--- src/rtl/core/pst_pkg.sv ---
// Shared types and constants of the prefix sum tree.
// Used by pst_ctrl, pst_datapath and prefix_sum_tree.
`default_nettype none

package pst_pkg;

  // Field widths of the item and configuration formats
  localparam int FUNC_W = 3;
  localparam int POS_W  = 10;
  localparam int VAL_W  = 16;
  localparam int SUM_W  = 26;
  localparam int CNT_W  = 11;

  localparam int IN_DATA_W  = 56;  // position, new_value, target_sum, padded to bytes
  localparam int OUT_DATA_W = 56;  // answer, total_sum, padded to bytes

  // Defaults of the top level parameters
  localparam int LEAVES_DEF     = 1024;
  localparam int VALUE_BITS_DEF = 16;

  // Function codes carried in the input tuser
  typedef enum logic [FUNC_W-1:0] {
    FN_SET    = 3'd0,
    FN_PREFIX = 3'd1,
    FN_LOCATE = 3'd2,
    FN_READ   = 3'd3,
    FN_CLEAR  = 3'd4
  } func_e;

  // Datapath commands issued by the controller, one per cycle
  typedef enum logic [3:0] {
    DP_NOP      = 4'd0,
    DP_LOAD     = 4'd1,
    DP_CLR      = 4'd2,
    DP_WR_LEAF  = 4'd3,
    DP_RD_SIB   = 4'd4,
    DP_UP       = 4'd5,
    DP_ACC      = 4'd6,
    DP_RD_LEFT  = 4'd7,
    DP_LOC_STEP = 4'd8,
    DP_RD_NODE  = 4'd9,
    DP_TAKE     = 4'd10,
    DP_OUT      = 4'd11
  } dp_cmd_e;

  // Status returned by the datapath
  typedef struct packed {
    logic [FUNC_W-1:0] func;        // function of the item in flight
    logic              ok;          // operation in range and performed
    logic              up_last;     // parent of the current node is the root
    logic              child_leaf;  // children of the current node are leaves
    logic              clr_last;    // clear sweep at its last entry
    logic              out_free;    // output register can take a result
  } dp_status_t;

endpackage

`default_nettype wire

--- src/rtl/core/pst_ctrl.sv ---
// Controller of the prefix sum tree: sequences tree walks, clear sweeps
// and result hand-off. Depends on pst_pkg; commands pst_datapath.
`default_nettype none

module pst_ctrl
  import pst_pkg::*;
(
  input  wire logic       clk_i,
  input  wire logic       rst_ni,
  input  wire logic       in_valid_i,
  output logic            in_ready_o,
  input  wire dp_status_t status_i,
  output dp_cmd_e         cmd_o
);

  typedef enum logic [13:0] {
    S_INIT      = 14'b00000000000001,
    S_IDLE      = 14'b00000000000010,
    S_DISPATCH  = 14'b00000000000100,
    S_WR_LEAF   = 14'b00000000001000,
    S_RD_SIB_UP = 14'b00000000010000,
    S_UP        = 14'b00000000100000,
    S_RD_PRE    = 14'b00000001000000,
    S_ACC       = 14'b00000010000000,
    S_RD_LEFT   = 14'b00000100000000,
    S_LOC       = 14'b00001000000000,
    S_RD_LEAF   = 14'b00010000000000,
    S_TAKE      = 14'b00100000000000,
    S_CLEAR     = 14'b01000000000000,
    S_FINISH    = 14'b10000000000000
  } state_e;

  state_e state_q, state_d;

  always_comb begin
    state_d = state_q;
    cmd_o   = DP_NOP;
    unique case (state_q)
      S_INIT: begin
        cmd_o = DP_CLR;
        if (status_i.clr_last) begin
          state_d = S_IDLE;
        end
      end
      S_IDLE: begin
        if (in_valid_i) begin
          cmd_o   = DP_LOAD;
          state_d = S_DISPATCH;
        end
      end
      S_DISPATCH: begin
        if (!status_i.ok) begin
          state_d = S_FINISH;
        end else begin
          unique case (status_i.func)
            FN_SET:    state_d = S_WR_LEAF;
            FN_PREFIX: state_d = S_RD_PRE;
            FN_LOCATE: state_d = S_RD_LEFT;
            FN_READ:   state_d = S_RD_LEAF;
            FN_CLEAR:  state_d = S_CLEAR;
            default:   state_d = S_FINISH;
          endcase
        end
      end
      S_WR_LEAF: begin
        cmd_o   = DP_WR_LEAF;
        state_d = S_RD_SIB_UP;
      end
      S_RD_SIB_UP: begin
        cmd_o   = DP_RD_SIB;
        state_d = S_UP;
      end
      S_UP: begin
        cmd_o   = DP_UP;
        state_d = status_i.up_last ? S_FINISH : S_RD_SIB_UP;
      end
      S_RD_PRE: begin
        cmd_o   = DP_RD_SIB;
        state_d = S_ACC;
      end
      S_ACC: begin
        cmd_o   = DP_ACC;
        state_d = status_i.up_last ? S_FINISH : S_RD_PRE;
      end
      S_RD_LEFT: begin
        cmd_o   = DP_RD_LEFT;
        state_d = S_LOC;
      end
      S_LOC: begin
        cmd_o   = DP_LOC_STEP;
        state_d = status_i.child_leaf ? S_FINISH : S_RD_LEFT;
      end
      S_RD_LEAF: begin
        cmd_o   = DP_RD_NODE;
        state_d = S_TAKE;
      end
      S_TAKE: begin
        cmd_o   = DP_TAKE;
        state_d = S_FINISH;
      end
      S_CLEAR: begin
        cmd_o = DP_CLR;
        if (status_i.clr_last) begin
          state_d = S_FINISH;
        end
      end
      S_FINISH: begin
        // hold until the output register frees up
        if (status_i.out_free) begin
          cmd_o   = DP_OUT;
          state_d = S_IDLE;
        end
      end
      default: begin
        state_d = S_IDLE;
      end
    endcase
  end

  always_ff @(posedge clk_i or negedge rst_ni) begin
    if (!rst_ni) begin
      state_q <= S_INIT;
    end else begin
      state_q <= state_d;
    end
  end

  assign in_ready_o = (state_q == S_IDLE);

endmodule

`default_nettype wire

--- config.mk ---
export PLATFORM = sky130hd
export DESIGN_NAME = pst_ctrl
export DESIGN_NICKNAME = d
export VERILOG_FILES = /design/src/rtl/core/pst_pkg.sv /design/src/rtl/core/pst_ctrl.sv
export SDC_FILE = /design/constraint.sdc
export NUM_CORES = 1
export LEC_CHECK = 0
export CORE_AREA = 2 2 47 49
export DETAILED_ROUTE_END_ITERATION = 12
export DIE_AREA = 0 0 49 51
export DONT_BUFFER_PORTS = 1
export GPL_ROUTABILITY_DRIVEN = 0
export PLACE_DENSITY_LB_ADDON = 0.05
export SLEW_MARGIN = 20
export SYNTH_ARGS = -nofsm -noshare
export SYNTH_HDL_FRONTEND = slang
export SYNTH_SLANG_ARGS = --single-unit
--- constraint.sdc ---
create_clock -name clk_i -period 3.6 [get_ports clk_i]
set_input_delay 0.72 -clock clk_i [delete_from_list [all_inputs] [get_ports clk_i]]
set_output_delay 0.72 -clock clk_i [all_outputs]
set_load 0.01 [all_outputs]
==> results.py <==
metrics = {
    "layout": {
        "drive_above_1_share_pct": 15.89,
        "regMostFlops": "state_q",
        "nets": 119,
        "largest_reg_flops": 14,
        "syn_to_final_growth_pct": 3.088,
        "antenna_cells": 0,
        "reg_top3": "state_q: 14 flops",
    },
    "synth": {
        "synthCells": 107,
        "synth_common_cells": "dfrtp_1 (13), nand4_1 (8), nor2_1 (8)",
        "yosysTopAreaCell": "dfrtp_1",
        "synth_warnings": 0,
        "synth_cell_types": 44,
        "synth_top_area_share_pct": 30.88,
        "ys_ff_latch": 14,
        "synth_edf_count": 0,
        "syn_area_sq_mm": 0.001054,
        "synth_fp_nets": 118,
        "synthMostInstantiatedCell": "dfrtp_1",
        "synth_ff_type": "dfrtp_1",
        "seq_area_frac_synth_pct": 33.37,
        "avgSynthCellArea_sq_um": 9.846,
        "synth-async-reset-ratio_pct": 100.0,
        "synthTopCellsByArea": "dfrtp_1 (31%), nor4_4 (8.1%), nand4_1 (4.8%), nor3_1 (3.3%), nor4b_1 (3.3%)",
    },
    "timing": {
        "layout_setup_ws_ps": 557.4,
        "slew_headroom_pct": 60.86,
        "final.setup_skew_ps": 2.895,
        "setup_viol": 0,
        "fmax_ghz": 0.3287,
        "fin_tns_setup_ps": 0,
        "slew_viol_final": 0,
        "worst_pin_slew_ps": 582.3,
        "final_hold_viol_count": 0,
        "finalCritPeriodShare_pct": 84.52,
        "rsz0062_at_grt": "no",
        "layout_min_cycle_time_ps": 3043,
    },
    "worst_setup_path": {
        "critPathRequiredTime_ps": 2880,
        "crit_arrival_ps": 2320,
        "critPathSlowestCell": "nor4_2",
        "path_cells": "nor4_2, nand4_1, nor3b_2, a21boi_0, nand4bb_1",
        "cp_max_fo": 7,
        "crit_type": "flop to output port",
        "slowest_delay_ps": 580,
        "endpoint_kind": "output port",
        "crit_path_start_kind": "flop",
    },
    "floorplan": {
        "fp.dieH_microns": 51,
        "design.portCount": 16,
        "die_w_microns": 49,
        "start_util_pct": 51.06,
        "die_area_sq_mm": 0.002499,
        "core-area_sq_mm": 0.002063,
        "rows": 17,
    },
    "grt": {
        "antenna_found_initial": 0,
        "grt_overflow_total": 0,
        "grt_pass1_wl_microns": 4146,
        "grt_start_max_net_pins": 15,
        "grt.total_usage_pct": 21.92,
        "grt_pass1_vias": 867,
    },
    "drt": {
        "wirelength_microns": 2344,
        "drtAntennaViolNets": 0,
        "vias": 849,
        "initialDrtViolationCount": 23,
        "post_drt_wl_per_cell_microns": 17.36,
        "avgViaCountPerCell": 6.289,
        "route.detailed.drc": 0,
        "dr.pass1.iters": 4,
    },
    "place": {
        "hpwlAfterDp_microns": 1856,
        "io_buffers": 0,
        "place_ws_ps": 839.9,
    },
    "clock_tree": {
        "insertion_delay_ps": 270,
        "cts_tree": "done",
        "htree_levels": 1,
        "cts-buffers-inserted": 3,
        "ctsHoldBuffers": 0,
        "cts_root_buf": "clkbuf_4",
        "ctsResizeCount": 0,
        "clock_sinks": 14,
        "clkTransAtPathRegs_ps": 80,
        "clock_path_buffers": 2,
        "cts_setup_buffers": 0,
    },
    "run": {
        "max-cap-violations": 0,
    },
    "power_and_ir_drop": {
        "peakVddDrop_mv": 0.2538,
        "p_leak_nw": 0.4647,
        "p_per_area_mw_per_mm2": 480.7,
    },
    "hold_path": {
        "min_path_type": "input pin to async pin",
    },
    "outcome": {
        "status": "finished, final reports clean",
    },
}
[cell type report]
class / instances / area, sq um
clock buffers: 4 / 26.28
fillers: 213 / 977.2
inverters: 4 / 15.01
multi-input cells: 85 / 658.1
flip-flops and latches: 14 / 351.6
well taps: 28 / 35.03
[metrics by stage]
step	total power, mW	hold slack [ps]	utilization [%]	area [sq um]	cells
6_report	0.5220	131.0	52.64	1086	135
5_1_grt	0.5562	118.1	52.64	1086	135
4_1_cts	0.5259	126.3	52.64	1086	135
3_5_place_dp	0.4348	424.7	51.36	1060	131
3_3_place_gp	0.4306	424.6	51.36	1060	131
2_1_floorplan	0.3911	424.4	-	1054	107
[worst max-delay path, delay by kind of cell, from the launching register on]
| family | cells | cell delay [ps] |
|---|---|---|
| and+or+nand+nor | 4 | 1350 |
| DFF | 1 | 480 |
| AOI/OAI and AO/OA | 1 | 220 |
[worst paths after layout]
check / cells past startpoint / endpoint / startpoint / slack [ps]
worst max-delay path: 5 / cmd_o[0] / state_q[1] / 560
worst min-delay path: 0 / state_q[7] / rst_ni / 130
worst max register to register: 5 / state_q[13] / state_q[1] / 1520
worst min register to register: 1 / state_q[12] / state_q[13] / 670
max in group asynchronous: 0 / state_q[0] / rst_ni / 3300
min in group clk_i: 1 / state_q[0] / status_i[1] / 480
[logic make-up after synthesis]
family,synth area share [%]
XOR/XNOR,5.820
AO/OA/AOI/OAI,11.88
flip-flops,33.37
AND/OR/NAND/NOR,44.78
buffers and inverters,4.157
[placed cells by master, fill, tap and decap left out, types with 3 or more instances in the layout]
cell,n
nand2_1,7
xor2_1,4
nand2b_1,4
nor4_4,4
xnor2_1,3
o21ai_0,4
nor3_1,7
nand4_1,8
dfrtp_1,13
clkbuf_4,3
nor2_1,8
nor4b_1,4
inv_1,4
[power by group]
part / internal [mW] / switching [mW] / leakage [nW]
clock network: 0.0429 / 0.0482 / 0.0150
registers: 0.172 / 0.0347 / 0.188
logic: 0.101 / 0.123 / 0.262
total: 0.316 / 0.206 / 0.465
[layer usage]
layer,wire length (microns),vias to the layer above,global-route usage [%],share of wire (%)
li1,-,410,-,-
met1,1045,409,28.71,45
met2,1148,26,36.99,49
met3,98,4,2.924,4.2
met4,51,0,8.571,2.2
met5,0,-,0,0
Power figures use the tool's default switching activity.
